`src/igo_pkg.sv`:
```
// Shared constants, types and arithmetic helpers of the grid overlay.
package igo_pkg;

  localparam int MAX_DIM   = 2048;
  localparam int MAX_GAP   = 64;
  localparam int FRAC_BITS = 16;

  localparam int PIX_W  = 24;
  localparam int DIM_W  = 12;
  localparam int GAP_W  = 7;
  localparam int DUR_W  = 7;
  localparam int COL_W  = $clog2(MAX_DIM);
  localparam int SM_W   = GAP_W + FRAC_BITS;
  localparam int SUM_W  = SM_W + 10;
  localparam int CNT_W  = $clog2(DIM_W + 1);
  localparam int IDX_W  = 3;

  localparam int SMOOTH_DEN   = 512;
  localparam int SMOOTH_BASE  = 448;
  localparam int SMOOTH_SHIFT = $clog2(SMOOTH_DEN);
  localparam int DUR_MAX      = SMOOTH_DEN - SMOOTH_BASE;

  // Register indexes
  localparam logic [IDX_W-1:0] REG_MODE       = 3'd0;
  localparam logic [IDX_W-1:0] REG_GAP_X      = 3'd1;
  localparam logic [IDX_W-1:0] REG_GAP_Y      = 3'd2;
  localparam logic [IDX_W-1:0] REG_COLOR      = 3'd3;
  localparam logic [IDX_W-1:0] REG_BEAT_EN    = 3'd4;
  localparam logic [IDX_W-1:0] REG_BEAT_GAP_X = 3'd5;
  localparam logic [IDX_W-1:0] REG_BEAT_GAP_Y = 3'd6;
  localparam logic [IDX_W-1:0] REG_DURATION   = 3'd7;

  // Blend modes
  localparam logic [1:0] MODE_OFF     = 2'd0;
  localparam logic [1:0] MODE_REPLACE = 2'd1;
  localparam logic [1:0] MODE_ADD     = 2'd2;
  localparam logic [1:0] MODE_AVG     = 2'd3;

  // Commands from the controller to the datapath
  typedef struct packed {
    logic step_in;     // process the pixel on the input port
    logic step_hold;   // process the held first pixel of a frame
    logic latch;       // capture a frame-start item
    logic smooth;      // update the smoothed cell sizes
    logic div_start;   // take cell sizes, launch the remainder units
    logic frame_init;  // load the frame pattern state
  } ctrl_cmd_t;

  // Status from the datapath to the controller
  typedef struct packed {
    logic start_go;    // input item opens a painted frame
    logic div_done;    // remainder units idle
  } dp_status_t;

  function automatic logic [GAP_W-1:0] clamp_gap(logic [GAP_W-1:0] g);
    return (g > GAP_W'(MAX_GAP)) ? GAP_W'(MAX_GAP) : g;
  endfunction

  function automatic logic [DIM_W-1:0] clamp_dim(logic [DIM_W-1:0] v);
    logic [DIM_W-1:0] r;
    if (v == '0) r = DIM_W'(1);
    else if (v > DIM_W'(MAX_DIM)) r = DIM_W'(MAX_DIM);
    else r = v;
    return r;
  endfunction

  // Move a size a step toward its target, rounding toward the target
  function automatic logic [SM_W-1:0] smooth_step(logic [SM_W-1:0] cur,
                                                  logic [GAP_W-1:0] gap,
                                                  logic [DUR_W-1:0] dur);
    logic [DUR_W-1:0] d;
    logic [9:0]       s;
    logic [DUR_W-1:0] rest;
    logic [SM_W-1:0]  tgt;
    logic [SUM_W-1:0] prod_a;
    logic [13:0]      prod_b;
    logic [SUM_W-1:0] sum;
    logic [SUM_W-1:0] res;
    d      = (dur > DUR_W'(DUR_MAX)) ? DUR_W'(DUR_MAX) : dur;
    s      = 10'(d) + 10'(SMOOTH_BASE);
    rest   = DUR_W'(DUR_MAX) - d;
    tgt    = SM_W'(gap) << FRAC_BITS;
    prod_a = SUM_W'(cur) * SUM_W'(s);
    prod_b = 14'(gap) * 14'(rest);
    sum    = prod_a + (SUM_W'(prod_b) << FRAC_BITS);
    if (cur >= tgt) res = sum >> SMOOTH_SHIFT;
    else res = (sum + SUM_W'(SMOOTH_DEN - 1)) >> SMOOTH_SHIFT;
    return res[SM_W-1:0];
  endfunction

  // Per-channel saturating add
  function automatic logic [PIX_W-1:0] add_sat(logic [PIX_W-1:0] a,
                                               logic [PIX_W-1:0] b);
    logic [PIX_W-1:0] r;
    logic [8:0]       v;
    r = '0;
    for (int ch = 0; ch < 3; ch++) begin
      v = {1'b0, a[ch*8 +: 8]} + {1'b0, b[ch*8 +: 8]};
      r[ch*8 +: 8] = v[8] ? 8'hff : v[7:0];
    end
    return r;
  endfunction

  // Per-channel average with truncation of each operand
  function automatic logic [PIX_W-1:0] avg_pix(logic [PIX_W-1:0] a,
                                               logic [PIX_W-1:0] b);
    return ((a >> 1) & 24'h7f7f7f) + ((b >> 1) & 24'h7f7f7f);
  endfunction

endpackage

```
`src/interleave_grid_overlay.sv`:
```
// Interleaved grid overlay: paints a grid of cells over a raster pixel stream.
// Timing: a pixel inside a frame, and the first pixel of a skipped frame or of a
// frame while the mode is off, goes straight to the output register, so such
// pixels stream at one per clock while the output is not stalled. The first
// pixel of a painted frame stalls the input while it is captured, the smoothed
// cell sizes are updated, the centering remainders are launched, the bit-serial
// remainder units run (one bit of the 12-bit frame size per cycle), the frame
// pattern state is loaded and the result is emitted. The output is registered;
// while a finished pixel waits on out_stall_i, the input is stalled.
// Configuration is always ready and is meant to be written between items.
module interleave_grid_overlay import igo_pkg::*; (
  input  logic             clk_i,
  input  logic             rst_ni,
  input  logic             in_valid_i,
  output logic             in_stall_o,
  input  logic [PIX_W-1:0] pixel_in_i,
  input  logic             frame_first_i,
  input  logic             beat_flag_i,
  input  logic             skip_frame_i,
  input  logic [DIM_W-1:0] frame_width_i,
  input  logic [DIM_W-1:0] frame_height_i,
  output logic             out_valid_o,
  input  logic             out_stall_i,
  output logic [PIX_W-1:0] pixel_out_o,
  input  logic             cfg_valid_i,
  output logic             cfg_ready_o,
  input  logic [IDX_W-1:0] cfg_index_i,
  input  logic [PIX_W-1:0] cfg_data_i
);

  ctrl_cmd_t  cmd;
  dp_status_t status;
  logic       cfg_we;

  assign cfg_ready_o = 1'b1;
  assign cfg_we      = cfg_valid_i && cfg_ready_o;

  igo_ctrl u_ctrl (
    .clk_i       (clk_i),
    .rst_ni      (rst_ni),
    .in_valid_i  (in_valid_i),
    .in_stall_o  (in_stall_o),
    .out_valid_o (out_valid_o),
    .out_stall_i (out_stall_i),
    .status_i    (status),
    .cmd_o       (cmd)
  );

  igo_dp u_dp (
    .clk_i          (clk_i),
    .rst_ni         (rst_ni),
    .cfg_we_i       (cfg_we),
    .cfg_index_i    (cfg_index_i),
    .cfg_data_i     (cfg_data_i),
    .pixel_in_i     (pixel_in_i),
    .frame_first_i  (frame_first_i),
    .beat_flag_i    (beat_flag_i),
    .skip_frame_i   (skip_frame_i),
    .frame_width_i  (frame_width_i),
    .frame_height_i (frame_height_i),
    .cmd_i          (cmd),
    .status_o       (status),
    .pixel_out_o    (pixel_out_o)
  );

endmodule

```
`src/igo_rem.sv`:
```
// Iterative remainder unit: one dividend bit per cycle.
module igo_rem import igo_pkg::*; (
  input  logic             clk_i,
  input  logic             rst_ni,
  input  logic             start_i,
  input  logic [DIM_W-1:0] dividend_i,
  input  logic [GAP_W-1:0] divisor_i,
  output logic             busy_o,
  output logic [GAP_W-1:0] rem_o
);

  logic             busy_q, busy_d;
  logic [CNT_W-1:0] cnt_q, cnt_d;
  logic [DIM_W-1:0] num_q, num_d;
  logic [GAP_W-1:0] rem_q, rem_d;
  logic [GAP_W-1:0] div_q, div_d;
  logic [GAP_W:0]   trial;
  logic [GAP_W:0]   trial_sub;

  // Shift in one dividend bit, subtract when it fits
  always_comb begin
    trial     = {rem_q, num_q[DIM_W-1]};
    trial_sub = (trial >= {1'b0, div_q}) ? (trial - {1'b0, div_q}) : trial;
    busy_d    = busy_q;
    cnt_d     = cnt_q;
    num_d     = num_q;
    rem_d     = rem_q;
    div_d     = div_q;
    if (start_i) begin
      busy_d = 1'b1;
      cnt_d  = '0;
      num_d  = dividend_i;
      rem_d  = '0;
      div_d  = divisor_i;
    end else if (busy_q) begin
      num_d = num_q << 1;
      rem_d = trial_sub[GAP_W-1:0];
      cnt_d = cnt_q + CNT_W'(1);
      if (cnt_q == CNT_W'(DIM_W - 1)) busy_d = 1'b0;
    end
  end

  always_ff @(posedge clk_i or negedge rst_ni) begin
    if (!rst_ni) begin
      busy_q <= 1'b0;
      cnt_q  <= '0;
    end else begin
      busy_q <= busy_d;
      cnt_q  <= cnt_d;
    end
  end

  always_ff @(posedge clk_i) begin
    num_q <= num_d;
    rem_q <= rem_d;
    div_q <= div_d;
  end

  // A zero divisor gives a zero remainder
  assign busy_o = busy_q;
  assign rem_o  = (div_q == '0) ? '0 : rem_q;

endmodule

```
`src/igo_dp.sv`:
```
// Datapath: registers, size smoothing, grid pattern and blend.
module igo_dp import igo_pkg::*; (
  input  logic             clk_i,
  input  logic             rst_ni,
  input  logic             cfg_we_i,
  input  logic [IDX_W-1:0] cfg_index_i,
  input  logic [PIX_W-1:0] cfg_data_i,
  input  logic [PIX_W-1:0] pixel_in_i,
  input  logic             frame_first_i,
  input  logic             beat_flag_i,
  input  logic             skip_frame_i,
  input  logic [DIM_W-1:0] frame_width_i,
  input  logic [DIM_W-1:0] frame_height_i,
  input  ctrl_cmd_t        cmd_i,
  output dp_status_t       status_o,
  output logic [PIX_W-1:0] pixel_out_o
);

  // Configuration
  logic [1:0]       mode_q;
  logic [GAP_W-1:0] gap_x_q, gap_y_q, beat_gx_q, beat_gy_q;
  logic [PIX_W-1:0] color_q;
  logic             beat_en_q;
  logic [DUR_W-1:0] dur_q;
  logic [GAP_W-1:0] cfg_gap;

  // Frame and pattern state
  logic [SM_W-1:0]  sw_q, sh_q, sw_new, sh_new;
  logic [GAP_W-1:0] cw_q, ch_q, cso_q, rp_q, cph_q;
  logic             rbo_q, cbo_q, pt_q;
  logic [COL_W-1:0] ci_q;
  logic [DIM_W-1:0] rw_q;

  // Held first pixel of a frame
  logic [PIX_W-1:0] pix_hold_q;
  logic             beat_hold_q;
  logic [DIM_W-1:0] w_hold_q, h_hold_q;

  logic [PIX_W-1:0] pixel_out_q;

  logic             busy_w, busy_h;
  logic [GAP_W-1:0] rem_w, rem_h;

  logic             step;
  logic             pt_eff;
  logic [PIX_W-1:0] pix_sel;
  logic             col0;
  logic [GAP_W:0]   rp_inc;
  logic [GAP_W-1:0] rp_n, cph_cur, cph_n;
  logic [GAP_W:0]   cph_inc;
  logic             rbo_n, cbo_cur, cbo_n, paint;
  logic [DIM_W-1:0] ci_inc;
  logic [COL_W-1:0] ci_n;
  logic [PIX_W-1:0] blend;

  assign cfg_gap = clamp_gap(cfg_data_i[GAP_W-1:0]);

  // Configuration writes
  always_ff @(posedge clk_i or negedge rst_ni) begin
    if (!rst_ni) begin
      mode_q    <= MODE_REPLACE;
      gap_x_q   <= GAP_W'(1);
      gap_y_q   <= GAP_W'(1);
      color_q   <= '0;
      beat_en_q <= 1'b0;
      beat_gx_q <= GAP_W'(1);
      beat_gy_q <= GAP_W'(1);
      dur_q     <= DUR_W'(4);
    end else if (cfg_we_i) begin
      case (cfg_index_i)
        REG_MODE:       mode_q    <= cfg_data_i[1:0];
        REG_GAP_X:      gap_x_q   <= cfg_data_i[GAP_W-1:0];
        REG_GAP_Y:      gap_y_q   <= cfg_data_i[GAP_W-1:0];
        REG_COLOR:      color_q   <= cfg_data_i;
        REG_BEAT_EN:    beat_en_q <= cfg_data_i[0];
        REG_BEAT_GAP_X: beat_gx_q <= cfg_data_i[GAP_W-1:0];
        REG_BEAT_GAP_Y: beat_gy_q <= cfg_data_i[GAP_W-1:0];
        REG_DURATION:   dur_q     <= cfg_data_i[DUR_W-1:0];
        default: ;
      endcase
    end
  end

  // Smoothed sizes, snapped on a beat when beat snapping is enabled
  always_comb begin
    sw_new = smooth_step(sw_q, clamp_gap(gap_x_q), dur_q);
    sh_new = smooth_step(sh_q, clamp_gap(gap_y_q), dur_q);
    if (beat_hold_q && beat_en_q) begin
      sw_new = SM_W'(clamp_gap(beat_gx_q)) << FRAC_BITS;
      sh_new = SM_W'(clamp_gap(beat_gy_q)) << FRAC_BITS;
    end
  end

  always_ff @(posedge clk_i or negedge rst_ni) begin
    if (!rst_ni) begin
      sw_q <= SM_W'(1) << FRAC_BITS;
      sh_q <= SM_W'(1) << FRAC_BITS;
    end else if (cmd_i.smooth) begin
      sw_q <= sw_new;
      sh_q <= sh_new;
    end else if (cfg_we_i) begin
      if (cfg_index_i == REG_GAP_X) sw_q <= SM_W'(cfg_gap) << FRAC_BITS;
      if (cfg_index_i == REG_GAP_Y) sh_q <= SM_W'(cfg_gap) << FRAC_BITS;
    end
  end

  // Hold the frame-start item
  always_ff @(posedge clk_i) begin
    if (cmd_i.latch) begin
      pix_hold_q  <= pixel_in_i;
      beat_hold_q <= beat_flag_i;
      w_hold_q    <= clamp_dim(frame_width_i);
      h_hold_q    <= clamp_dim(frame_height_i);
    end
  end

  // Centering remainders of the frame size by the cell size
  igo_rem u_rem_w (
    .clk_i      (clk_i),
    .rst_ni     (rst_ni),
    .start_i    (cmd_i.div_start),
    .dividend_i (w_hold_q),
    .divisor_i  (sw_q[SM_W-1:FRAC_BITS]),
    .busy_o     (busy_w),
    .rem_o      (rem_w)
  );

  igo_rem u_rem_h (
    .clk_i      (clk_i),
    .rst_ni     (rst_ni),
    .start_i    (cmd_i.div_start),
    .dividend_i (h_hold_q),
    .divisor_i  (sh_q[SM_W-1:FRAC_BITS]),
    .busy_o     (busy_h),
    .rem_o      (rem_h)
  );

  // Pattern step for one pixel
  always_comb begin
    step    = cmd_i.step_in || cmd_i.step_hold;
    pt_eff  = (cmd_i.step_in && frame_first_i) || pt_q;
    pix_sel = cmd_i.step_hold ? pix_hold_q : pixel_in_i;
    col0    = (ci_q == '0);

    rp_n    = rp_q;
    rbo_n   = rbo_q;
    rp_inc  = {1'b0, rp_q} + (GAP_W+1)'(1);
    if (col0 && ch_q != '0) begin
      if (rp_inc >= {1'b0, ch_q}) begin
        rbo_n = ~rbo_q;
        rp_n  = '0;
      end else begin
        rp_n  = rp_inc[GAP_W-1:0];
      end
    end

    cbo_cur = col0 ? 1'b0 : cbo_q;
    cph_cur = col0 ? cso_q : cph_q;
    paint   = !rbo_n || (cw_q != '0 && !cbo_cur);

    cph_n   = cph_cur;
    cbo_n   = cbo_cur;
    cph_inc = {1'b0, cph_cur} + (GAP_W+1)'(1);
    if (cw_q != '0) begin
      if (cph_inc >= {1'b0, cw_q}) begin
        cph_n = '0;
        cbo_n = ~cbo_cur;
      end else begin
        cph_n = cph_inc[GAP_W-1:0];
      end
    end

    ci_inc = DIM_W'(ci_q) + DIM_W'(1);
    ci_n   = (ci_inc >= rw_q) ? '0 : ci_inc[COL_W-1:0];

    blend = pix_sel;
    if (paint && !pt_eff) begin
      case (mode_q)
        MODE_REPLACE: blend = color_q;
        MODE_ADD:     blend = add_sat(pix_sel, color_q);
        MODE_AVG:     blend = avg_pix(pix_sel, color_q);
        default:      blend = pix_sel;
      endcase
    end
  end

  // Pattern state: frame load and per-pixel advance
  always_ff @(posedge clk_i or negedge rst_ni) begin
    if (!rst_ni) begin
      cw_q  <= '0;
      ch_q  <= '0;
      cso_q <= '0;
      rp_q  <= '0;
      rbo_q <= 1'b0;
      cph_q <= '0;
      cbo_q <= 1'b0;
      ci_q  <= '0;
      rw_q  <= DIM_W'(1);
      pt_q  <= 1'b1;
    end else begin
      if (cmd_i.div_start) begin
        cw_q <= sw_q[SM_W-1:FRAC_BITS];
        ch_q <= sh_q[SM_W-1:FRAC_BITS];
      end
      if (cmd_i.frame_init) begin
        cso_q <= rem_w >> 1;
        rp_q  <= rem_h >> 1;
        rbo_q <= (ch_q == '0);
        ci_q  <= '0;
        rw_q  <= w_hold_q;
        pt_q  <= 1'b0;
      end else if (step) begin
        if (cmd_i.step_in && frame_first_i) begin
          pt_q <= 1'b1;
        end else if (!pt_q) begin
          rp_q  <= rp_n;
          rbo_q <= rbo_n;
          cph_q <= cph_n;
          cbo_q <= cbo_n;
          ci_q  <= ci_n;
        end
      end
    end
  end

  // Output pixel register
  always_ff @(posedge clk_i) begin
    if (step) pixel_out_q <= blend;
  end

  assign pixel_out_o       = pixel_out_q;
  assign status_o.start_go = frame_first_i && !skip_frame_i && (mode_q != MODE_OFF);
  assign status_o.div_done = !busy_w && !busy_h;

endmodule

```
`src/igo_ctrl.sv`:
```
// Controller: handshakes and the frame-start sequence.
module igo_ctrl import igo_pkg::*; (
  input  logic       clk_i,
  input  logic       rst_ni,
  input  logic       in_valid_i,
  output logic       in_stall_o,
  output logic       out_valid_o,
  input  logic       out_stall_i,
  input  dp_status_t status_i,
  output ctrl_cmd_t  cmd_o
);

  localparam logic [2:0] S_IDLE   = 3'd0;
  localparam logic [2:0] S_SMOOTH = 3'd1;
  localparam logic [2:0] S_DIVS   = 3'd2;
  localparam logic [2:0] S_DIV    = 3'd3;
  localparam logic [2:0] S_EMIT   = 3'd4;

  logic [2:0] state_q, state_d;
  logic       out_valid_q, out_valid_d;
  logic       out_free;
  logic       accept;

  assign out_free   = !out_valid_q || !out_stall_i;
  assign in_stall_o = (state_q != S_IDLE) || !out_free;
  assign accept     = in_valid_i && !in_stall_o;

  // Sequence the frame start; plain pixels go straight to the output
  always_comb begin
    state_d = state_q;
    cmd_o   = '0;
    case (state_q)
      S_IDLE: begin
        if (accept) begin
          if (status_i.start_go) begin
            cmd_o.latch = 1'b1;
            state_d     = S_SMOOTH;
          end else begin
            cmd_o.step_in = 1'b1;
          end
        end
      end
      S_SMOOTH: begin
        cmd_o.smooth = 1'b1;
        state_d      = S_DIVS;
      end
      S_DIVS: begin
        cmd_o.div_start = 1'b1;
        state_d         = S_DIV;
      end
      S_DIV: begin
        if (status_i.div_done) begin
          cmd_o.frame_init = 1'b1;
          state_d          = S_EMIT;
        end
      end
      S_EMIT: begin
        if (out_free) begin
          cmd_o.step_hold = 1'b1;
          state_d         = S_IDLE;
        end
      end
      default: state_d = S_IDLE;
    endcase
  end

  // Load on a new result, drop when the output transfer completes
  always_comb begin
    if (cmd_o.step_in || cmd_o.step_hold) out_valid_d = 1'b1;
    else if (!out_stall_i) out_valid_d = 1'b0;
    else out_valid_d = out_valid_q;
  end

  always_ff @(posedge clk_i or negedge rst_ni) begin
    if (!rst_ni) begin
      state_q     <= S_IDLE;
      out_valid_q <= 1'b0;
    end else begin
      state_q     <= state_d;
      out_valid_q <= out_valid_d;
    end
  end

  assign out_valid_o = out_valid_q;

endmodule

```
`config.mk`:
```
export PLATFORM = sky130hd
export DESIGN_NAME = interleave_grid_overlay
export DESIGN_NICKNAME = d
export VERILOG_FILES = /design/src/igo_pkg.sv /design/src/interleave_grid_overlay.sv /design/src/igo_rem.sv /design/src/igo_dp.sv /design/src/igo_ctrl.sv
export SDC_FILE = /design/constraint.sdc
export NUM_CORES = 2
export LEC_CHECK = 0
export BUFFER_PORTS_ARGS = -buffer_cell sky130_fd_sc_hd__buf_2
export CAP_MARGIN = 15
export CORE_UTILIZATION = 30
export DETAILED_ROUTE_END_ITERATION = 6
export PLACE_DENSITY = 0.53
export SYNTH_ARGS = -nofsm -noshare
export SYNTH_HDL_FRONTEND = slang
export SYNTH_SLANG_ARGS = --single-unit
```
`constraint.sdc`:
```
create_clock -name clk_i -period 14.8 [get_ports clk_i]
set_clock_uncertainty 0.05 [all_clocks]
set_input_delay 2.22 -clock clk_i [delete_from_list [all_inputs] [get_ports clk_i]]
set_output_delay 2.22 -clock clk_i [all_outputs]
set_load 0.005 [all_outputs]
```
# Word level (Yosys, flattened, before mapping)
# Index checks and enable logic that the tools add are counted.
[classes]
n_eq_ne = 23
bitwise = 5
order_cmp = 15
n_mux = 87
reduce_logical = 61
multipliers = 4
addsub = 17
[ops]
columns = ["cell", "n"]
rows = [
  ["23-bit two-way mux", 10],
  ["7-bit two-way mux", 19],
  ["12-bit two-way mux", 6],
  ["24-bit case mux with 3 select lines", 1],
  ["32-bit by 30-bit adder with 32-bit output", 2],
  ["32-bit by 9-bit adder with 32-bit output (second input constant)", 2],
  ["23-bit by 10-bit multiplier with 32-bit output", 2],
  ["11-bit two-way mux", 5],
  ["24-bit two-way mux", 2],
  ["23-bit >= comparator", 2],
  ["7-bit greater-than comparator (second input constant)", 6],
  ["8-bit by 7-bit >= comparator with 1-bit output", 4],
  ["1-bit two-way mux", 32],
  ["7-bit by 7-bit multiplier with 14-bit output", 2],
  ["8-bit by 8-bit adder with 9-bit output", 3],
  ["23-bit by 23-bit adder with 24-bit output", 1],
  ["12-bit greater-than comparator (second input constant)", 2],
  ["12-bit zero test", 2],
  ["8-bit two-way mux", 3],
  ["2-bit AND reduction", 11],
  ["7-bit zero test", 3],
  ["2-bit nonzero test", 9],
  ["7-bit by 1-bit adder with 8-bit output (second input constant)", 2],
  ["4-bit two-way mux", 4],
  ["other kinds (27)", 77],
]
[totals]
in_bits = 83
output_inout_bits = 27
reg_bits = 307

# Longest topological paths before layout
[logic_depth]
depth_word = 13
ltp_mapped = 42
ltp_nobuf = 37

# By module
# From an unflattened synthesis, not the netlist that was laid out.
[unflattened]
hier_cells = 3869
hier_area_um2 = 35758.0
[by_module_without_submodules]
columns = ["mod", "seq_area_each_um2", "area_per_inst_um2", "cells_per_inst", "instances"]
rows = [
  ["igo_dp", 6408.6, 31998.2, 3519, 1],
  ["igo_rem", 835.8, 1766.7, 161, 2],
  ["igo_ctrl", 100.1, 215.2, 26, 1],
  ["interleave_grid_overlay", 0.0, 11.3, 2, 1],
]

# Worst setup path after synthesis
# No wires, ideal clock.
[synth_timing]
kind = "reg-to-reg"
start = "register u_dp.dur_q[6]"
end = "register u_dp.sw_q[22]"
arrival_ns = 8.973
setup_slack_ns = 5.673
synth_period_minus_slack_ns = 9.127
stages_incl_launch_ff = 38
path_cell_list = "dfrtp_1 > clkbuf_1 > nor2b_1 > clkbuf_1 > clkbuf_1 > inv_1 > ha_1 > xnor2_1 > clkbuf_1 > nor2_1 > fa_1 > inv_1 > fa_1 > inv_1 > fa_1 > inv_1 > fa_1 > inv_1 > [2 not listed] > nor2_1 > fa_1 > inv_1 > fa_1 > fa_1 > inv_1 > ha_1 > o21ai_0 > o21bai_1 > o311ai_0 > o211ai_1 > o21ba_2 > nand4_1 > nor4_1 > nand4_1 > nor4_1 > xnor3_1 > a221oi_1"
[synth_between]
elab_chain_len = 9
word_cells_on_any_way = 11
classes_between = "add/sub: 4; mul: 2; order compare: 1; mux: 4"
[synth_lines]
columns = ["item", "line_no", "rtl"]
rows = [
  ["from (decl)", "igo_dp.sv:24", "logic [DUR_W-1:0] dur_q;"],
  ["from (signal assigned)", "igo_dp.sv:78", "REG_DURATION: dur_q <= cfg_data_i[DUR_W-1:0];"],
  ["7-bit greater-than comparator", "igo_pkg.sv:79", "d = (dur > DUR_W'(DUR_MAX)) ? DUR_W'(DUR_MAX) : dur;"],
  ["7-bit two-way mux (*)", "igo_pkg.sv:79", ""],
  ["7-bit by 9-bit adder with 10-bit output or 7-bit subtractor (tied branches)", "igo_pkg.sv:80, igo_pkg.sv:81", ""],
  ["23-bit by 10-bit multiplier with 32-bit output or 7-bit by 7-bit multiplier with 14-bit output (tied branches)", "igo_pkg.sv:83, igo_pkg.sv:84", ""],
  ["32-bit by 30-bit adder with 32-bit output (*)", "igo_pkg.sv:85", "sum = prod_a + (SUM_W'(prod_b) << FRAC_BITS);"],
  ["32-bit by 9-bit adder with 32-bit output", "igo_pkg.sv:87", "else res = (sum + SUM_W'(SMOOTH_DEN - 1)) >> SMOOTH_SHIFT;"],
  ["23-bit two-way mux (*)", "igo_pkg.sv:86", "if (cur >= tgt) res = sum >> SMOOTH_SHIFT;"],
  ["23-bit two-way mux (*)", "igo_dp.sv:88", "if (beat_hold_q && beat_en_q) begin"],
  ["23-bit two-way mux (*)", "igo_dp.sv:98", "end else if (cmd_i.smooth) begin"],
  ["to (signal assigned)", "igo_dp.sv:96", "sw_q <= SM_W'(1) << FRAC_BITS;"],
  ["to (signal assigned)", "igo_dp.sv:99", "sw_q <= sw_new;"],
  ["to (signal assigned)", "igo_dp.sv:102", "if (cfg_index_i == REG_GAP_X) sw_q <= SM_W'(cfg_gap) << FRAC_BITS;"],
  ["to (decl)", "igo_dp.sv:28", "logic [SM_W-1:0] sw_q, sh_q, sw_new, sh_new;"],
]
# Mark *: on every way between the ends. The rest lies on a longest branch, timed or not.
# A chain may end at the register's enable or synchronous reset.

# Final worst setup path
# Ends and elaborated chain as after synthesis.

==> run summary <==
status: complete, no violations
ratio of cells with drive above 1 in the final layout: 9.47%
post-route ant nets: 0
CORE AREA: 116000 um^2
Total Routing Usage GR: 16.2%
ys async rst share: 59.3%
Net count, final: 4574
IO buf count: 108
min cycle time layout: 9870 ps
vias per inst: 4.89
#FFs+latches synth: 307
crit share post-route: 66.7%
pre-CTS setup slack: 5000 ps
vias in the first global route: 26900
Via Count: 26100
Setup Fix Bufs, Post-CTS: 0
H-tree Lvls: 2
routed wire length per instance: 17.7 um
post-synth net total: 4576
CP max stage cell: dfrtp_4
FF-to-FF setup slack: 4930 ps
EDFF count, synth: 111
first-pass iteration count of the detailed router: 5
Worst-Margin Slew: 1050 ps
Max Freq: 101 MHz
Slew headroom: 29.5%
dominant synthesized flop cell: dfrtp_1
Worst path max stage delay: 740 ps
Root Driver: clkbuf_16
Fin Hold WS: 410 ps
Die X: 344 um
row cnt: 125
CP delay by family, top: adder cells
unrepaired setup endpoints after global routing: no
cell area after synthesis: 35200 um^2
Synth Area in Simple Gates: 15.8%
max cap viols: 0
die height: 344 um
buffer and inverter count on the worst path: 7
kind of critical path: reg -> reg
largest net degree at the start of global routing: 66
later-pin clock latency in the skew report: 580 ps
Final Util: 33.1%
most frequent CP cell: fa_1
detailed-placement wirelength estimate: 73.3 mm
I/O pins: 110
Clock Path Buffers: 3
hold buffers post-CTS: 0
min-delay worst type: reg -> reg
Syn-to-layout area delta: 9.32%
clock transition at the registers of the reported paths: 60 ps
sequential-to-total area share from yosys stat: 23.3%
largest family of logic cells by synthesized area: adder cells
XOR/XNOR Fraction of Synth Area: 4.22%
full die area: 119000 um^2
adder-cell share of the synthesized area: 33.3%
GPL Wtd Cong: 0.854
final worst slack: 4930 ps
Syn Inst Count: 3782
Compound-Gate Fraction of Synth Area: 11.3%
synth unique cells: 89
total negative setup slack: 0 ps
drt initial violations: 1279
mux contribution to synthesized area: 4.37%
Setup crit start kind: register
crit end category: register
Crit Path Max Fanout: 59
pins over their slew limit: 0
final hold vios: 0
DRC Markers: 0
first-pass GRT wire length: 152 mm
Synth warnings: 0
total congestion overflow: 0
Initial Utilization: 30.3%
CTS tree: built
CTS buffer count: 39
WP data arrival: 10290 ps
final wirelength: 94.4 mm
WP data required: 15220 ps
final setup vio count: 0
post_cts resized: 0
CTS sink cnt: 307
Filler Cell Count: 12000
initial antenna violation count: 6
Avg Cell Area, Syn: 9.30 um^2
## flip-flops by register name (all words and copies together), names as in the netlist, 11 cells and up
| name | flops |
|---|---|
| u_dp.color_q | 24 |
| u_dp.u_rem_w.num_q | 12 |
| u_dp.w_hold_q | 12 |
| u_dp.sh_q | 23 |
| u_dp.sw_q | 23 |
| u_dp.pixel_out_o | 24 |
| u_dp.pix_hold_q | 24 |
| u_dp.ci_q | 11 |
| u_dp.rw_q | 12 |
| u_dp.u_rem_h.num_q | 12 |
| u_dp.h_hold_q | 12 |
## tightest hold or removal path, stage by stage, from the launching register on
cell and delay (ps):
dfstp_2 370, nand2_1 50, nand2_1 50
## per-layer routing
layer / vias up / track usage (%) / routed length, um
met1: 13100 / 22.0 / 43600
li1: 12500 / - / -
met5: - / 0 / 0
met2: 432 / 27.4 / 45300
met4: 0 / 4.22 / 2340
met3: 129 / 1.43 / 3090
## worst paths after layout
kind,from,endpoint,cells past startpoint
worst max-delay path,u_dp.dur_q[6],u_dp.sw_q[22],34
worst min-delay path,u_dp.gap_y_q[0],u_dp.gap_y_q[0],2
worst max register to register,u_dp.dur_q[6],u_dp.sw_q[22],34
worst min register to register,u_dp.gap_y_q[0],u_dp.gap_y_q[0],2
max in group asynchronous,rst_ni,u_dp.dur_q[6],2
min in group asynchronous,rst_ni,u_dp.color_q[8],1
## cells by family after synthesis
group / after synthesis
muxes: 141
DFF: 307
and+or+nand+nor: 1136
adders and majority gates: 711
xor gates and xnor gates: 168
other: 1
AOI/OAI and AO/OA: 616
buffers and inverters: 702
## cells in the final DEF (no fill, tap or decap), types with 12 or more instances in the layout
master,instances
nor3b_1,13
fa_1,374
nor4_1,23
nor2_1,213
nor2b_1,96
edfxtp_1,111
nand3_1,42
nand2b_1,51
buf_2,108
dfxtp_1,14
ha_1,337
or2_2,12
xnor2_1,94
a21o_1,104
and2_1,128
and3_1,13
nand2_1,423
o211ai_1,13
mux2i_1,42
a21oi_1,156
o21bai_1,14
nand4_1,24
clkbuf_16,40
buf_4,31
o21ai_0,154
o21a_1,12
a31oi_1,24
dfrtp_1,171
a211oi_1,27
nor3_1,38
xor2_1,73
a22o_1,14
mux2_2,99
inv_1,518
## Yosys cell counts (all sizes together), types with 38 or more instances
cell,count,area share [%]
nand2b,51,0.91
nand3,43,0.61
edfxtp,111,9.5
mux2i,42,1.2
inv,518,5.5
ha,337,12
nand2,425,4.5
xnor2,94,2.3
nor2,216,2.3
fa,374,21
dfrtp,172,12
o21ai,155,2.2
and2,129,2.3
mux2,99,3.2
xor2,73,1.8
nor2b,100,1.8
clkbuf,170,1.9
nor3,38,0.54
a21o,105,2.2
a21oi,156,2.2
## stage by stage
| stage | area (um^2) | cells |
|---|---|---|
| detailed placement | 37100 | 5262 |
| floorplan | 35200 | 3782 |
| global route | 38400 | 5338 |
| finish | 38400 | 5338 |
| global placement | 37100 | 5262 |
| CTS | 38400 | 5334 |
## final cells by class
type | count | area, um^2 | share of cell area (%)
tap | 1524 | 1910 | 4.96
clock buffer | 52 | 1080 | 2.80
antenna | 3 | 7.51 | 0.0195
timing repair buffer | 140 | 787 | 2.05
multi-input combinational | 2773 | 24300 | 63.3
sequential | 307 | 8180 | 21.3
inverter | 519 | 1950 | 5.07
clock inverter | 20 | 208 | 0.540
Power is left out: the tool's default activity adds up to more than one toggle a clock period on the data nets, which glitch-free logic cannot reach.
